<file path="config.mk">
export PLATFORM = sky130hd
export DESIGN_NAME = dwell_click_detector
export DESIGN_NICKNAME = d
export VERILOG_FILES = /design/src/dcd_pkg.sv /design/src/dcd_ctrl.sv /design/src/dcd_dp.sv /design/src/dwell_click_detector.sv
export SDC_FILE = /design/constraint.sdc
export NUM_CORES = 1
export LEC_CHECK = 0
export ABC_AREA = 1
export CAP_MARGIN = 30
export CORE_MARGIN = 4
export CORE_UTILIZATION = 60
export DETAILED_ROUTE_END_ITERATION = 7
export DONT_BUFFER_PORTS = 1
export MAX_ROUTING_LAYER = met4
export PLACE_DENSITY = 0.79
export SLEW_MARGIN = 20
export SYNTH_ARGS = -nofsm -noshare
export SYNTH_HDL_FRONTEND = slang
export SYNTH_SLANG_ARGS = --single-unit
</file>
<file path="constraint.sdc">
create_clock -name clk_i -period 6.5 [get_ports clk_i]
set_input_delay 1.625 -clock clk_i [delete_from_list [all_inputs] [get_ports clk_i]]
set_output_delay 1.625 -clock clk_i [all_outputs]
set_load 0.02 [all_outputs]
</file>
<file path="src/dcd_pkg.sv">
`default_nettype none

package dcd_pkg;

  // Fixed field widths
  localparam int unsigned COORD_BITS = 12;
  localparam int unsigned TIMER_BITS = 16;
  localparam int unsigned RADIUS_BITS = 12;
  localparam int unsigned REL_BITS = 8;
  localparam int unsigned PROG_BITS = 9;
  localparam int unsigned QUOT_BITS = 8;
  localparam int unsigned SQ_BITS = 2 * COORD_BITS;
  localparam int unsigned ACC_BITS = SQ_BITS + 1;
  localparam int unsigned DIV_CNT_BITS = $clog2(QUOT_BITS);

  localparam int unsigned IN_DATA_BITS = 24;
  localparam int unsigned OUT_DATA_BITS = 40;
  localparam int unsigned CFG_IDX_BITS = 2;
  localparam int unsigned CFG_DATA_BITS = 16;

  // Constants of the behavior
  localparam logic [REL_BITS-1:0] RELEASE_TICKS = REL_BITS'(150);
  localparam logic [TIMER_BITS-1:0] DWELL_MIN = TIMER_BITS'(100);
  localparam logic [TIMER_BITS-1:0] DWELL_RESET = TIMER_BITS'(1000);
  localparam logic [RADIUS_BITS-1:0] RADIUS_MIN = RADIUS_BITS'(1);
  localparam logic [RADIUS_BITS-1:0] RADIUS_RESET = RADIUS_BITS'(30);
  localparam logic [PROG_BITS-1:0] PROG_FULL = PROG_BITS'(256);
  localparam logic [DIV_CNT_BITS-1:0] DIV_LAST = DIV_CNT_BITS'(QUOT_BITS - 1);

  // Register indexes
  localparam logic [CFG_IDX_BITS-1:0] REG_ENABLE = 2'd0;
  localparam logic [CFG_IDX_BITS-1:0] REG_DWELL = 2'd1;
  localparam logic [CFG_IDX_BITS-1:0] REG_RADIUS = 2'd2;

  // Item kinds
  localparam logic CMD_MOVE = 1'b0;
  localparam logic CMD_TICK = 1'b1;

  typedef enum logic [3:0] {
    ST_IDLE,
    ST_APPLY,
    ST_SQ_DX,
    ST_SQ_DY,
    ST_SQ_R,
    ST_CMP,
    ST_PREP,
    ST_DIV,
    ST_OUT
  } ctrl_state_e;

  typedef struct packed {
    logic capture;   // latch the incoming item
    logic apply;     // tick / first move / clicked handling
    logic sq_dx;     // acc <= dx^2
    logic sq_dy;     // sq <= dy^2
    logic sq_r;      // acc <= acc + sq, sq <= r^2
    logic cmp;       // recentre when acc > sq
    logic prep;      // set up progress
    logic div_step;  // one quotient bit
    logic load_out;  // fill output register
  } dcd_cmd_t;

  typedef struct packed {
    logic need_dist;    // tracked move: distance test required
    logic div_needed;   // active and dwell not yet reached
    logic out_free;     // output register can take a new item
  } dcd_sts_t;

endpackage

`default_nettype wire

</file>
<file path="src/dcd_ctrl.sv">
`default_nettype none

module dcd_ctrl (
  input  wire logic              clk_i,
  input  wire logic              rst_ni,
  input  wire logic              in_valid_i,
  output logic                   in_ready_o,
  input  wire dcd_pkg::dcd_sts_t sts_i,
  output dcd_pkg::dcd_cmd_t      cmd_o
);

  dcd_pkg::ctrl_state_e state_q, state_d;
  logic [dcd_pkg::DIV_CNT_BITS-1:0] cnt_q, cnt_d;

  always_ff @(posedge clk_i or negedge rst_ni) begin
    if (!rst_ni) begin
      state_q <= dcd_pkg::ST_IDLE;
      cnt_q   <= '0;
    end else begin
      state_q <= state_d;
      cnt_q   <= cnt_d;
    end
  end

  always_comb begin
    state_d    = state_q;
    cnt_d      = cnt_q;
    cmd_o      = '0;
    in_ready_o = 1'b0;
    case (state_q)
      dcd_pkg::ST_IDLE: begin
        in_ready_o = 1'b1;
        if (in_valid_i) begin
          cmd_o.capture = 1'b1;
          state_d = dcd_pkg::ST_APPLY;
        end
      end
      dcd_pkg::ST_APPLY: begin
        cmd_o.apply = 1'b1;
        state_d = sts_i.need_dist ? dcd_pkg::ST_SQ_DX : dcd_pkg::ST_PREP;
      end
      dcd_pkg::ST_SQ_DX: begin
        cmd_o.sq_dx = 1'b1;
        state_d = dcd_pkg::ST_SQ_DY;
      end
      dcd_pkg::ST_SQ_DY: begin
        cmd_o.sq_dy = 1'b1;
        state_d = dcd_pkg::ST_SQ_R;
      end
      dcd_pkg::ST_SQ_R: begin
        cmd_o.sq_r = 1'b1;
        state_d = dcd_pkg::ST_CMP;
      end
      dcd_pkg::ST_CMP: begin
        cmd_o.cmp = 1'b1;
        state_d = dcd_pkg::ST_PREP;
      end
      dcd_pkg::ST_PREP: begin
        cmd_o.prep = 1'b1;
        cnt_d = '0;
        state_d = sts_i.div_needed ? dcd_pkg::ST_DIV : dcd_pkg::ST_OUT;
      end
      dcd_pkg::ST_DIV: begin
        cmd_o.div_step = 1'b1;
        cnt_d = cnt_q + 1'b1;
        if (cnt_q == dcd_pkg::DIV_LAST) begin
          state_d = dcd_pkg::ST_OUT;
        end
      end
      dcd_pkg::ST_OUT: begin
        if (sts_i.out_free) begin
          cmd_o.load_out = 1'b1;
          state_d = dcd_pkg::ST_IDLE;
        end
      end
      default: begin
        state_d = dcd_pkg::ST_IDLE;
      end
    endcase
  end

endmodule

`default_nettype wire

</file>
<file path="src/dcd_dp.sv">
`default_nettype none

module dcd_dp (
  input  wire logic                               clk_i,
  input  wire logic                               rst_ni,
  // item in
  input  wire logic                               item_cmd_i,
  input  wire logic [dcd_pkg::IN_DATA_BITS-1:0]   item_data_i,
  // configuration writes
  input  wire logic                               cfg_we_i,
  input  wire logic [dcd_pkg::CFG_IDX_BITS-1:0]   cfg_index_i,
  input  wire logic [dcd_pkg::CFG_DATA_BITS-1:0]  cfg_data_i,
  // result out
  output logic                                    out_valid_o,
  input  wire logic                               out_ready_i,
  output logic [dcd_pkg::OUT_DATA_BITS-1:0]       out_data_o,
  // controller link
  input  wire dcd_pkg::dcd_cmd_t                  cmd_i,
  output dcd_pkg::dcd_sts_t                       sts_o
);

  localparam int unsigned CB = dcd_pkg::COORD_BITS;
  localparam int unsigned TB = dcd_pkg::TIMER_BITS;

  // latched item
  logic          kind_q;
  logic [CB-1:0] px_q, py_q;

  // configuration (stored as effective values)
  logic                            enable_q;
  logic [TB-1:0]                   dwell_q;
  logic [dcd_pkg::RADIUS_BITS-1:0] radius_q;

  // detector state
  logic                          tracking_q, clicked_q;
  logic [CB-1:0]                 anchor_x_q, anchor_y_q;
  logic [TB-1:0]                 elapsed_q;
  logic [dcd_pkg::REL_BITS-1:0]  rel_cnt_q;
  logic                          click_q, unclick_q;

  // arithmetic scratch
  logic [dcd_pkg::ACC_BITS-1:0]  acc_q;
  logic [dcd_pkg::SQ_BITS-1:0]   sq_q;
  logic [TB-1:0]                 rem_q;
  logic [dcd_pkg::PROG_BITS-1:0] prog_q;

  logic                             out_valid_q;
  logic [dcd_pkg::OUT_DATA_BITS-1:0] out_data_q;

  logic [CB-1:0]                 dx, dy, mul_op;
  logic [dcd_pkg::SQ_BITS-1:0]   product;
  logic [TB-1:0]                 elapsed_inc;
  logic [dcd_pkg::REL_BITS-1:0]  rel_inc;
  logic                          active;
  logic [TB:0]                   rem_sh;
  logic                          q_bit;
  logic [dcd_pkg::CFG_DATA_BITS-1:0] cfg_dwell;
  logic [dcd_pkg::RADIUS_BITS-1:0]   cfg_radius;

  assign dx = (px_q >= anchor_x_q) ? px_q - anchor_x_q : anchor_x_q - px_q;
  assign dy = (py_q >= anchor_y_q) ? py_q - anchor_y_q : anchor_y_q - py_q;

  // one shared squarer
  always_comb begin
    if (cmd_i.sq_dx) begin
      mul_op = dx;
    end else if (cmd_i.sq_dy) begin
      mul_op = dy;
    end else begin
      mul_op = CB'(radius_q);
    end
  end
  assign product = {{CB{1'b0}}, mul_op} * {{CB{1'b0}}, mul_op};

  assign elapsed_inc = (elapsed_q == {TB{1'b1}}) ? elapsed_q : elapsed_q + 1'b1;
  assign rel_inc     = rel_cnt_q + 1'b1;
  assign active      = enable_q & tracking_q & ~clicked_q;

  // restoring division step: progress = floor(elapsed * 256 / dwell)
  assign rem_sh = {rem_q, 1'b0};
  assign q_bit  = (rem_sh >= {1'b0, dwell_q});

  assign cfg_dwell  = (cfg_data_i < dcd_pkg::DWELL_MIN) ? dcd_pkg::DWELL_MIN : cfg_data_i;
  assign cfg_radius = (cfg_data_i[dcd_pkg::RADIUS_BITS-1:0] == '0) ?
                      dcd_pkg::RADIUS_MIN : cfg_data_i[dcd_pkg::RADIUS_BITS-1:0];

  assign sts_o.need_dist  = enable_q & (kind_q == dcd_pkg::CMD_MOVE) & ~clicked_q & tracking_q;
  assign sts_o.div_needed = active & (elapsed_q < dwell_q);
  assign sts_o.out_free   = ~out_valid_q | out_ready_i;

  // control and architectural state
  always_ff @(posedge clk_i or negedge rst_ni) begin
    if (!rst_ni) begin
      enable_q    <= 1'b0;
      dwell_q     <= dcd_pkg::DWELL_RESET;
      radius_q    <= dcd_pkg::RADIUS_RESET;
      tracking_q  <= 1'b0;
      clicked_q   <= 1'b0;
      anchor_x_q  <= '0;
      anchor_y_q  <= '0;
      elapsed_q   <= '0;
      rel_cnt_q   <= '0;
      click_q     <= 1'b0;
      unclick_q   <= 1'b0;
      out_valid_q <= 1'b0;
    end else begin
      if (cmd_i.apply) begin
        click_q   <= 1'b0;
        unclick_q <= 1'b0;
        if (enable_q) begin
          if (kind_q == dcd_pkg::CMD_MOVE) begin
            if (!clicked_q && !tracking_q) begin
              tracking_q <= 1'b1;
              anchor_x_q <= px_q;
              anchor_y_q <= py_q;
              elapsed_q  <= '0;
            end
          end else if (clicked_q) begin
            rel_cnt_q <= rel_inc;
            if (rel_inc >= dcd_pkg::RELEASE_TICKS) begin
              unclick_q  <= 1'b1;
              tracking_q <= 1'b0;
              clicked_q  <= 1'b0;
              elapsed_q  <= '0;
              rel_cnt_q  <= '0;
            end
          end else if (tracking_q) begin
            elapsed_q <= elapsed_inc;
            if (elapsed_inc >= dwell_q) begin
              clicked_q <= 1'b1;
              click_q   <= 1'b1;
              rel_cnt_q <= '0;
            end
          end
        end
      end

      if (cmd_i.cmp && (acc_q > {1'b0, sq_q})) begin
        anchor_x_q <= px_q;
        anchor_y_q <= py_q;
        elapsed_q  <= '0;
      end

      if (cfg_we_i) begin
        case (cfg_index_i)
          dcd_pkg::REG_ENABLE: begin
            enable_q <= cfg_data_i[0];
            if (!cfg_data_i[0]) begin
              tracking_q <= 1'b0;
              clicked_q  <= 1'b0;
              elapsed_q  <= '0;
              rel_cnt_q  <= '0;
            end
          end
          dcd_pkg::REG_DWELL:  dwell_q  <= cfg_dwell;
          dcd_pkg::REG_RADIUS: radius_q <= cfg_radius;
          default: ;
        endcase
      end

      if (cmd_i.load_out) begin
        out_valid_q <= 1'b1;
      end else if (out_ready_i) begin
        out_valid_q <= 1'b0;
      end
    end
  end

  // payload registers
  always_ff @(posedge clk_i) begin
    if (cmd_i.capture) begin
      kind_q <= item_cmd_i;
      px_q   <= item_data_i[CB-1:0];
      py_q   <= item_data_i[2*CB-1:CB];
    end
    if (cmd_i.sq_dx) begin
      acc_q <= {1'b0, product};
    end
    if (cmd_i.sq_dy) begin
      sq_q <= product;
    end
    if (cmd_i.sq_r) begin
      acc_q <= acc_q + {1'b0, sq_q};
      sq_q  <= product;
    end
    if (cmd_i.prep) begin
      rem_q <= elapsed_q;
      if (!active) begin
        prog_q <= '0;
      end else if (elapsed_q >= dwell_q) begin
        prog_q <= dcd_pkg::PROG_FULL;
      end else begin
        prog_q <= '0;
      end
    end
    if (cmd_i.div_step) begin
      rem_q  <= q_bit ? TB'(rem_sh - {1'b0, dwell_q}) : rem_sh[TB-1:0];
      prog_q <= {prog_q[dcd_pkg::PROG_BITS-2:0], q_bit};
    end
    if (cmd_i.load_out) begin
      out_data_q <= {4'b0000, anchor_y_q, anchor_x_q, prog_q, active, unclick_q, click_q};
    end
  end

  assign out_valid_o = out_valid_q;
  assign out_data_o  = out_data_q;

endmodule

`default_nettype wire

</file>
<file path="src/dwell_click_detector.sv">
`default_nettype none

// Dwell click detector. Each item in is either a pointer move sample
// (s_axis_tuser = 0, position in s_axis_tdata) or a one millisecond tick
// (s_axis_tuser = 1), and each item gives exactly one result item out.
// The first move while enabled and idle starts tracking and sets the dwell
// centre; a later move farther than the radius from the centre re-centres
// and restarts the dwell. Ticks count dwell time; reaching dwell_ms raises
// click, and 150 ticks later unclick is raised and the detector goes idle.
// progress is floor(elapsed * 256 / dwell) capped at 256, zero when not active.
// One item at a time. A tick or untracked move passes through apply,
// progress set-up, the restoring divider for progress and the output
// state before it is loaded into the output register; a tracked move also
// passes through the single shared squarer, used in turn for dx^2, dy^2 and
// radius^2, and the distance compare before the progress set-up. When the
// detector is not active or the dwell is already complete the divider is
// skipped. A new item is accepted as soon as the previous one has been
// placed in the output register, even if that result is still waiting.
// Configuration writes are taken every cycle (cfg_ready_o is tied high) and
// must be issued only while the block is idle. dwell_ms below 100 acts as
// 100, radius 0 acts as 1; register index 3 is ignored.
module dwell_click_detector (
  input  wire logic                               clk_i,
  input  wire logic                               rst_ni,
  // input items
  input  wire logic                               s_axis_tvalid,
  output logic                                    s_axis_tready,
  input  wire logic [dcd_pkg::IN_DATA_BITS-1:0]   s_axis_tdata,  // pos_x[11:0], pos_y[23:12]
  input  wire logic                               s_axis_tuser,  // cmd
  // result items
  output logic                                    m_axis_tvalid,
  input  wire logic                               m_axis_tready,
  // click[0], unclick[1], active[2], progress[11:3], centre_x[23:12],
  // centre_y[35:24], zero[39:36]
  output logic [dcd_pkg::OUT_DATA_BITS-1:0]       m_axis_tdata,
  // configuration writes
  input  wire logic                               cfg_valid_i,
  output logic                                    cfg_ready_o,
  input  wire logic [dcd_pkg::CFG_IDX_BITS-1:0]   cfg_index_i,
  input  wire logic [dcd_pkg::CFG_DATA_BITS-1:0]  cfg_data_i
);

  dcd_pkg::dcd_cmd_t cmd;
  dcd_pkg::dcd_sts_t sts;

  assign cfg_ready_o = 1'b1;

  // sequencer: walks each item through apply, distance test and division
  dcd_ctrl u_ctrl (
    .clk_i      (clk_i),
    .rst_ni     (rst_ni),
    .in_valid_i (s_axis_tvalid),
    .in_ready_o (s_axis_tready),
    .sts_i      (sts),
    .cmd_o      (cmd)
  );

  // state, squarer, divider and output register
  dcd_dp u_dp (
    .clk_i       (clk_i),
    .rst_ni      (rst_ni),
    .item_cmd_i  (s_axis_tuser),
    .item_data_i (s_axis_tdata),
    .cfg_we_i    (cfg_valid_i & cfg_ready_o),
    .cfg_index_i (cfg_index_i),
    .cfg_data_i  (cfg_data_i),
    .out_valid_o (m_axis_tvalid),
    .out_ready_i (m_axis_tready),
    .out_data_o  (m_axis_tdata),
    .cmd_i       (cmd),
    .sts_o       (sts)
  );

  // click and unclick never come on the same item
  assert property (@(posedge clk_i) disable iff (!rst_ni)
    m_axis_tvalid |-> !(m_axis_tdata[0] && m_axis_tdata[1]))
    else $error("click and unclick together");

  // progress is zero whenever the detector is not active
  assert property (@(posedge clk_i) disable iff (!rst_ni)
    (m_axis_tvalid && !m_axis_tdata[2]) |-> (m_axis_tdata[11:3] == '0))
    else $error("progress while inactive");

  // a click ends the active phase
  assert property (@(posedge clk_i) disable iff (!rst_ni)
    (m_axis_tvalid && m_axis_tdata[0]) |-> !m_axis_tdata[2])
    else $error("active after click");

  // progress never exceeds one in Q1.8
  assert property (@(posedge clk_i) disable iff (!rst_ni)
    m_axis_tvalid |-> (m_axis_tdata[11:3] <= dcd_pkg::PROG_FULL))
    else $error("progress out of range");

endmodule

`default_nettype wire

</file>
Word level (Yosys, flattened, before mapping) --
Cells that the tools add are included.
Cells by class: $lt $le $gt $ge 9, add/sub/neg operators 9, $mul 1, bitwise gates (word level) 10, reductions and logical operators 20, equal/unequal tests 16, mux-type cells 96
Operators by type and width (count):
- 16-bit two-way mux | 16
- 12-bit two-way mux | 15
- 8-bit two-way mux | 10
- 25-bit two-way mux | 2
- 24-bit two-way mux | 2
- 12-bit subtractor | 4
- 1-bit two-way mux | 40
- 9-bit two-way mux | 4
- 4-bit case mux with 9 select lines | 1
- 16-bit greater-or-equal comparator | 2
- 25-bit by 24-bit adder with 25-bit output | 1
- 25-bit by 24-bit greater-than comparator with 1-bit output | 1
- 12-bit greater-or-equal comparator | 2
- 12-bit by 12-bit multiplier with 24-bit output | 1
- 17-bit by 16-bit greater-or-equal comparator with 1-bit output | 1
- 16-bit by 1-bit adder with 16-bit output, second input constant | 1
- 16-bit equality test, second input constant | 1
- 4-bit by 3-bit equality test with 1-bit output, second input constant | 4
- 16-bit less-than comparator | 1
- 16-bit by 7-bit less-than comparator with 1-bit output, second input constant | 1
- 4-bit two-way mux | 4
- 2-bit nonzero test | 8
- 16-bit subtractor | 1
- 12-bit zero test | 1
- other kinds (23) | 37
Word-level totals: input port bits 48, word-level logic and storage cells 183, output and inout bits 43, register bits 224

Depth between registers and ports, before layout --
Gate-level depths: netlist (run 1).
depth after elaboration 12, gate-level depth with buffers 38, depth with buffers taken out 37

Hierarchy --
Synthesis (run 1) repeated with hierarchy kept, for this count alone.
Unflattened totals: cell total of the unflattened synthesis 2467, area, all modules 19690.1 µm²
Modules (own cells, without submodules):
- dcd_dp | area each 19200.9 µm², cells each 2398, times used 1, sequential area each 6088.3 µm²
- dcd_ctrl | area each 478.0 µm², cells each 67, times used 1, sequential area each 175.2 µm²
- dwell_click_detector | area each 11.3 µm², cells each 2, times used 1, sequential area each 0.0 µm²

Least setup slack after synthesis (run 1) --
OpenSTA, ideal clock, no wires.
path kind reg-to-reg, start register u_dp.px_q[0], end register u_dp.acc_q[20] (netlist name) (data pin), required time 6.231 ns, setup slack -0.144 ns, library setup time 0.269 ns, buffers on the path 1, period minus slack after synthesis 6.644 ns, stages on the path, launching flop included 33, arrival 6.375 ns, cell sequence edfxtp_1 -> inv_1 -> ha_1 -> inv_1 -> fa_1 -> a21oi_1 -> inv_1 -> nor2_2 -> nor2_2 -> nor2_4 -> buf_4 -> o21ai_1 -> o21ai_0 -> a21o_1 -> nand2_4 -> inv_2 -> nand2_1 -> fa_1 -> inv_1 -> fa_1 -> fa_1 -> fa_1 -> inv_1 -> fa_1 -> inv_1 -> ha_1 -> a21o_1 -> a31oi_1 -> nand2_1 -> a21oi_1 -> o21ai_0 -> xor2_1 -> o21ai_0
Between the ends: cells in the longest elaborated chain, start to end 6, elaborated cells between the ends (all ways) 8, classes of those cells 2 x add/sub; 1 x mul; 1 x order compare; 4 x mux
Ends and longest elaborated chain:
- from (decl) | RTL line dcd_dp.sv:27 | logic [CB-1:0] px_q, py_q;
- from (signal assigned) | RTL line dcd_dp.sv:173 | px_q <= item_data_i[CB-1:0];
- 12-bit subtractor or 12-bit greater-or-equal comparator (tied branches) | RTL line dcd_dp.sv:60 | assign dx = (px_q >= anchor_x_q) ? px_q - anchor_x_q : anchor_x_q - px_q;
- 12-bit two-way mux (*) | RTL line dcd_dp.sv:60
- 12-bit two-way mux (*) | RTL line dcd_dp.sv:65 | if (cmd_i.sq_dx) begin
- 12-bit by 12-bit multiplier with 24-bit output (*) | RTL line dcd_dp.sv:73 | assign product = {{CB{1'b0}}, mul_op} * {{CB{1'b0}}, mul_op};
- 25-bit two-way mux (*) | RTL line dcd_dp.sv:176 | if (cmd_i.sq_dx) begin
- 25-bit two-way mux (*) | RTL line dcd_dp.sv:182 | if (cmd_i.sq_r) begin
- to (signal assigned) | RTL line dcd_dp.sv:177 | acc_q <= {1'b0, product};
- to (signal assigned) | RTL line dcd_dp.sv:183 | acc_q <= acc_q + {1'b0, sq_q};
- to (decl) | RTL line dcd_dp.sv:42 | logic [dcd_pkg::ACC_BITS-1:0] acc_q;
Mark *: on every way between the ends. The rest lies on a longest branch, timed or not. The select of a mux whose other input is x is not followed. A chain may end at the register's enable or synchronous reset.

Final worst setup path (run 1) --
start register u_dp.py_q[0], end register u_dp.acc_q[21] (netlist name) (data pin)
Between the ends: cells in the longest elaborated chain, start to end 7, elaborated cells between the ends (all ways) 9, classes of those cells 2 x add/sub; 1 x mul; 1 x order compare; 5 x mux
Ends and longest elaborated chain:
- from (decl) | RTL line dcd_dp.sv:27
- from (signal assigned) | RTL line dcd_dp.sv:174 | py_q <= item_data_i[2*CB-1:CB];
- 12-bit subtractor or 12-bit greater-or-equal comparator (tied branches) | RTL line dcd_dp.sv:61 | assign dy = (py_q >= anchor_y_q) ? py_q - anchor_y_q : anchor_y_q - py_q;
- 12-bit two-way mux (*) | RTL line dcd_dp.sv:61
- 12-bit two-way mux (*) | RTL line dcd_dp.sv:67 | end else if (cmd_i.sq_dy) begin
- 12-bit two-way mux (*) | RTL line dcd_dp.sv:65
- 12-bit by 12-bit multiplier with 24-bit output (*) | RTL line dcd_dp.sv:73
- net u_dp.product, one bit | RTL line dcd_dp.sv:51 | logic [dcd_pkg::SQ_BITS-1:0] product;
- 25-bit two-way mux (*) | RTL line dcd_dp.sv:176
- 25-bit two-way mux (*) | RTL line dcd_dp.sv:182
Mark *: on every way through the listed nets, which the timed path passes. The rest lies on a longest branch. The select of a mux whose other input is x is not followed.

==> run metrics, run 1 <==
status finished, violations left; failing checks negative setup slack; sum of routed wire length over all layers 55.18 mm; residual overflow from global routing 0; number of antenna violations at the first check in global routing 1; ys async rst share 0.3991; row cnt 65; Avg Inst Size Synth 7.973 um^2; via count of the first global-routing pass 17640; r2r startpoint u_dp.py_q[0]; arrival time worst endpoint 7.30 ns; delay of the slowest cell on the worst path between 0.5 and 0.6 ns; area of the core region 0.03188 mm^2; count of flip-flops with a built-in enable after synthesis 134; sequential element share of the synthesized area 0.3195; H-Tree Level Count 1; clk_lat worst skew 0.57 ns; detail-routed via count per cell 5.597; type of destination of the critical path register; worst-margin pin slew between 0.9 and 1 ns; Root Buffer Master clkbuf_16; post-synthesis cell area around 0.020 mm^2; count of endpoints failing hold in the final timing report 0; cell family with the largest share of critical-path delay adder cells; maximum net fanout on the critical path 8; combined area of the multi-input logic cells 0.01205 mm^2; Max Cap Violations 0; number of vias in the routed layout 17640; post-layout worst setup margin -0.3571 ns; First DRT Iteration DRCs approximately 1400; data required time of the worst path 6.94 ns; share of the clock period used by the worst path 1.055; proportion of layout cells with a drive suffix above 1 0.1879; final number of max-transition violations 0; relative max-transition margin 0.3316; antenna-violating nets left 0; CTS clock-pin slew for the worst setup and hold paths 0.06 ns; die height around 190 um; count of boundary I/O pins 91; Wirelength per Cell 17.51 um; total of fill cells in the finished design approximately 2400; number of buffers added by the clock tree synthesis step 27; Syn Inst Count 2459; worst clock skew 0.01802 ns; distinct cell type count after synthesis 53; start point of the critical path u_dp.py_q[0]; sinks on the clock net 223; effective utilization at floorplan 0.6150; slowest cell on the critical path fa_1; post-layout net count 3031; setup-violating endpoint count in the final report 25; Worst setup SP type register; signed area change from the synthesized netlist to the final layout 20.45%; first-pass GRT wire length ~90 mm; Crit path buffers/inverters 8; register bit total from synthesis 223; GRT Resource Usage Total 0.3108; gp weighted congestion 0.9923; count of warnings emitted by yosys 0; worst min path class register to register; share of the synthesized area in the top cell type 0.2052; largest buffer count on any clock path 3; First-pass DRT Iterations 6; CTS tree done; leading cell types in the layout, fill and taps excluded nand2_1, inv_1, buf_4; most common cell after layout, fill and taps aside nand2_1; upper clock frequency limit 145.8 MHz; pin count of the biggest net entering global routing 90; die width 188.8 um; register area between 0.006 and 0.007 mm^2; Primary FF master, synth edfxtp_1; unrepaired setup endpoints after global routing yes; Worst Hold Launch u_dp.prog_q[8]; # port buffers 0; CP Class register to register; Detailed Place HPWL 41.39 mm; min cycle time layout 6.857 ns; total DRC errors in the routed layout 0; dominant cell type by area after synthesis edfxtp_1; Die Area 0.03563 mm^2; Fin Setup TNS -5.550 ns; synth top area cells edfxtp_1, ha_1, dfrtp_1
[registers in the layout (all words and copies together), names as in the netlist, 12 cells and up]
register and count:
u_dp.py_q 12, u_dp.dwell_q 16, u_dp.out_data_o 36, u_dp.elapsed_q 16
u_dp.radius_q 12, u_dp.anchor_x_q 12, u_dp.rem_q 16, u_dp.acc_q 25
u_dp.anchor_y_q 12, u_dp.px_q 12, u_dp.sq_q 23
[worst register-to-register path: cells and delay by family (launching register included)]
kind / cells / cell delay [ns]
compound gates: 6 / 1.05
xor+xnor: 1 / 0.25
fa+ha+maj: 8 / 3.49
buf+inv: 8 / 0.64
flops: 1 / 0.39
simple gates: 10 / 0.93
[path summary, 6_finish.rpt]
path	depth (start not counted)	slack, ns	endpoint
min in group asynchronous	0	0.75	u_dp.anchor_x_q[10]
worst min-delay path	0	0.42	u_dp.out_data_o[11]
worst max register to register	33	-0.36	u_dp.acc_q[21]
max in group asynchronous	0	5.47	u_dp.dwell_q[7]
worst min register to register	0	0.42	u_dp.out_data_o[11]
worst max-delay path	33	-0.36	u_dp.acc_q[21]
[what timing repair did]
| action | in CTS | in global routing |
|---|---|---|
| gates cloned | 1 | 0 |
| pin swaps | 20 | 58 |
| gates resized for setup | 84 | 114 |
| hold buffers | 0 | 0 |
| setup endpoints to repair | 26 | 32 |
| buffers inserted | 10 | 18 |
[logic make-up (layout without fill, tap and decap cells)]
| logic type | Yosys count | count (layout) | share of synthesized area |
|---|---|---|---|
| compound gates | 446 | 446 | 0.1267 |
| buf+inv | 498 | 749 | 0.1005 |
| flops | 223 | 223 | 0.3195 |
| xor+xnor | 71 | 71 | 0.03172 |
| simple gates | 929 | 930 | 0.2028 |
| other cells | 2 | 7 | 0.0003831 |
| fa+ha+maj | 290 | 290 | 0.2184 |
[stage by stage]
stage | util | cells | cell area [um^2] | hold slack, ns | worst slack [ns]
after global routing | 0.7407 | 3150 | 23610 | 0.4375 | -0.6776
after global placement | 0.6787 | 3069 | 21640 | 0.4051 | -0.2040
after CTS | 0.7224 | 3130 | 23030 | 0.4220 | -0.3013
after floorplan | - | 2462 | 19630 | 0.4003 | 0.01843
after detailed placement | 0.6796 | 3070 | 21660 | 0.4081 | -0.3535
final | 0.7407 | 3151 | 23620 | 0.4218 | -0.3571
[layout make-up]
type                       count  area share
inverter                     434     0.06973
clock buffer                  33     0.03089
antenna                        2   0.0002119
multi-input combinational   1742      0.5103
clock inverter                17     0.01139
timing repair buffer         265     0.08917
sequential                   223      0.2652
tap                          435     0.02305
[synth_stat cells, drive strengths merged, types with 19 or more instances]
library cell  count
a21oi           152
a31oi            19
buf              31
clkbuf           33
dfrtp            79
edfxtp          134
fa               87
ha              203
inv             428
nand2           513
nand3           130
nand4            28
nor2            211
nor3             19
o211ai           23
o21ai           196
xnor2            21
xor2             50
[layer usage]
metal | global-route usage | part of all wire | vias to the layer above
met5 | - | 0 | -
met2 | 0.5374 | 0.50 | 649
met3 | 0.03705 | 0.066 | 132
li1 | - | - | 8474
met1 | 0.3870 | 0.40 | 8382
met4 | 0.09025 | 0.035 | 0
Power of run 1 is not shown: default switching activity piles up to over one toggle a cycle in this logic, so the estimate is an artifact.
==> inputs of run 2 (changes only) <==
--- a/config.mk
+++ b/config.mk
@@ -5,7 +5,6 @@
 export SDC_FILE = /design/constraint.sdc
 export NUM_CORES = 1
 export LEC_CHECK = 0
-export ABC_AREA = 1
 export CAP_MARGIN = 30
 export CORE_MARGIN = 4
 export CORE_UTILIZATION = 60
==> run metrics, run 2 <==
delay of the slowest cell on the worst path 0.56 ns (about the same); Detailed Place HPWL 35.28 mm (-15%); sequential element share of the synthesized area 0.3363 (+0.01678); area of all placed cells without fillers 0.02305 mm^2 (-2.4%); maximum net fanout on the critical path 5 (-3); Worst setup SP type register; post-layout net count 2547 (-16%); total of fill cells in the finished design 1942 (-19%); gp weighted congestion 0.9847 (-0.77%); slowest cell on the critical path fa_1; worst clock skew 0.02031 ns (+0.002292 ns); worst-margin pin slew 0.8658 ns (-0.1315 ns); cell family with the largest share of critical-path delay adder cells; GRT Resource Usage Total 0.2973 (-0.01345); data required time of the worst path 6.78 ns (-0.16 ns); first-pass GRT wire length 80.41 mm (-8.7%); # port buffers 0 (unchanged); residual overflow from global routing 0 (unchanged); post-synthesis cell area 0.01863 mm^2 (-5.0%); sinks on the clock net 223 (unchanged); share of the synthesized area in the top cell type 0.2160 (+0.01078); relative max-transition margin 0.4214 (+0.08987); count of warnings emitted by yosys 0 (unchanged); count of boundary I/O pins 91 (unchanged); detail-routed via count per cell 6.053 (+8.1%); post-layout worst setup margin -1.304 ns (-0.9469 ns); count of flip-flops with a built-in enable after synthesis 134 (unchanged); Die Area 0.03393 mm^2 (-4.8%); distinct cell type count after synthesis 89 (+68%); Root Buffer Master clkbuf_16; Primary FF master, synth edfxtp_1; final core utilization 0.7537 (+0.01294); combined area of the multi-input logic cells 0.01208 mm^2 (+0.24%); proportion of layout cells with a drive suffix above 1 0.2552 (+0.06724); number of antenna violations at the first check in global routing 0 (-1); First-pass DRT Iterations 5 (-1); min cycle time layout 7.804 ns (+0.9469 ns); failing checks negative setup slack; effective utilization at floorplan 0.6089 (-0.006028); number of buffers added by the clock tree synthesis step 27 (unchanged); most numerous cell types in the synthesized netlist inv_1, ha_1, nor2_1, nand2_1, edfxtp_1; final number of max-transition violations 0 (unchanged); register area 0.006264 mm^2 (unchanged); worst slack at placement -1.145 ns (-0.7918 ns); signed area change from the synthesized netlist to the final layout 23.77%; pin count of the biggest net entering global routing 90 (unchanged); most numerous cell in the Yosys netlist inv_1; die width 184.2 um (-2.4%); sum of routed wire length over all layers 52.19 mm (-5.4%); CTS Hold Buffers Added 0 (unchanged); antenna-violating nets left 0 (unchanged); register bit total from synthesis 223 (unchanged); clk_lat worst skew 0.55 ns (-0.02 ns); CTS clock-pin slew for the worst setup and hold paths 0.06 ns (about the same); dominant cell type by area after synthesis edfxtp_1; via count of the first global-routing pass 15920 (-9.8%); area of the core region 0.03059 mm^2 (-4.1%); arrival time worst endpoint 8.08 ns (+0.78 ns); H-Tree Level Count 1 (unchanged); Crit path buffers/inverters 12 (+4); count of endpoints failing hold in the final timing report 0 (unchanged); post-placement cell area 0.02079 mm^2 (-4.0%); ys async rst share 0.3991 (unchanged); leading cell types in the layout, fill and taps excluded buf_4, inv_1, ha_1; largest buffer count on any clock path 3 (unchanged); upper clock frequency limit 128.1 MHz (-12%); synth top area cells edfxtp_1, ha_1, dfrtp_1; worst min path class register to register; most common cell after layout, fill and taps aside buf_4; First DRT Iteration DRCs 1216 (-14%); Avg Inst Size Synth 9.542 um^2 (+20%); Syn Inst Count 1952 (-21%); Wirelength per Cell 19.87 um (+13%); dominant cell type by count on the critical path fa_1; total DRC errors in the routed layout 0 (unchanged); CTS tree done; number of flip-flops in the largest register 36 (unchanged); number of vias in the routed layout 15900 (-9.9%); setup-violating endpoint count in the final report 34 (+36%); Fin Setup TNS -31.11 ns (-25.56 ns); die height 184.2 um (-2.4%); row cnt 64 (-1.5%); CP Class register to register; type of destination of the critical path register; share of the clock period used by the worst path 1.201 (+0.1457); ant diodes 0 (-2); unrepaired setup endpoints after global routing yes; Max Cap Violations 0 (unchanged); status finished, violations left
[run 2: final cells by class]
type,instances,area share
Sequential cell,223,0.2717
Multi-Input combinational cell,1406,0.5240
Clock inverter,16,0.006567
Clock buffer,34,0.03175
Tap cell,396,0.02149
Timing Repair Buffer,296,0.1029
Inverter,255,0.04163
[run 2: per-layer routing]
| layer | vias up | GRT usage | routed length [um] |
|---|---|---|---|
| li1 | 7245 | - | - |
| met2 | 756 | 0.5174 | 26040 |
| met1 | 7700 | 0.3589 | 20490 |
| met4 | 0 | 0.1068 | 2609 |
| met3 | 194 | 0.03414 | 3054 |
| met5 | - | - | 0 |
[run 2: what timing repair did]
action | CTS | global route
setup buffers | 42 | 34
pin swaps | 78 | 67
resized for setup | 125 | 80
setup endpoints to repair | 32 | 34
[run 2: kinds of logic after synthesis]
| kind of cell | after synthesis | share of synthesized area |
|---|---|---|
| AO/OA/AOI/OAI | 432 | 0.1522 |
| flip-flops | 223 | 0.3363 |
| multiplexers | 67 | 0.03842 |
| other | 2 | 0.0004032 |
| XOR/XNOR | 87 | 0.04091 |
| AND/OR/NAND/NOR | 525 | 0.1322 |
| buffers and inverters | 326 | 0.06972 |
| adder cells (fa/ha/maj) | 290 | 0.2299 |
[run 2: worst reg2reg max path, delay by kind of cell (launching register included)]
kind,cells,cell delay [ns]
multiplexers,1,0.12
AO/OA/AOI/OAI,10,1.63
flip-flops,1,0.40
AND/OR/NAND/NOR,4,0.59
adder cells (fa/ha/maj),8,3.19
XOR/XNOR,2,0.41
buffers and inverters,12,1.23
[run 2: path summary, 6_finish.rpt]
kind,from,depth (start not counted),slack [ns],endpoint
min in group asynchronous,rst_ni,0,0.78,u_dp.anchor_y_q[5]
worst min register to register,u_dp.prog_q[8],0,0.42,u_dp.out_data_o[11]
worst max-delay path,u_dp.anchor_y_q[0],37,-1.30,u_dp.acc_q[17]
max in group asynchronous,rst_ni,0,5.48,u_dp.radius_q[4]
worst max register to register,u_dp.anchor_y_q[0],37,-1.30,u_dp.acc_q[17]
worst min-delay path,u_dp.prog_q[8],0,0.42,u_dp.out_data_o[11]
[run 2: metrics by stage]
stage | hold slack, ns | std cells
after global placement | 0.4019 | 2514
after detailed placement | 0.4075 | 2514
after floorplan | 0.4003 | 1955
after CTS | 0.4222 | 2602
final | 0.4201 | 2626
after global routing | 0.4248 | 2626
Power of run 2 is left out for the same reason.
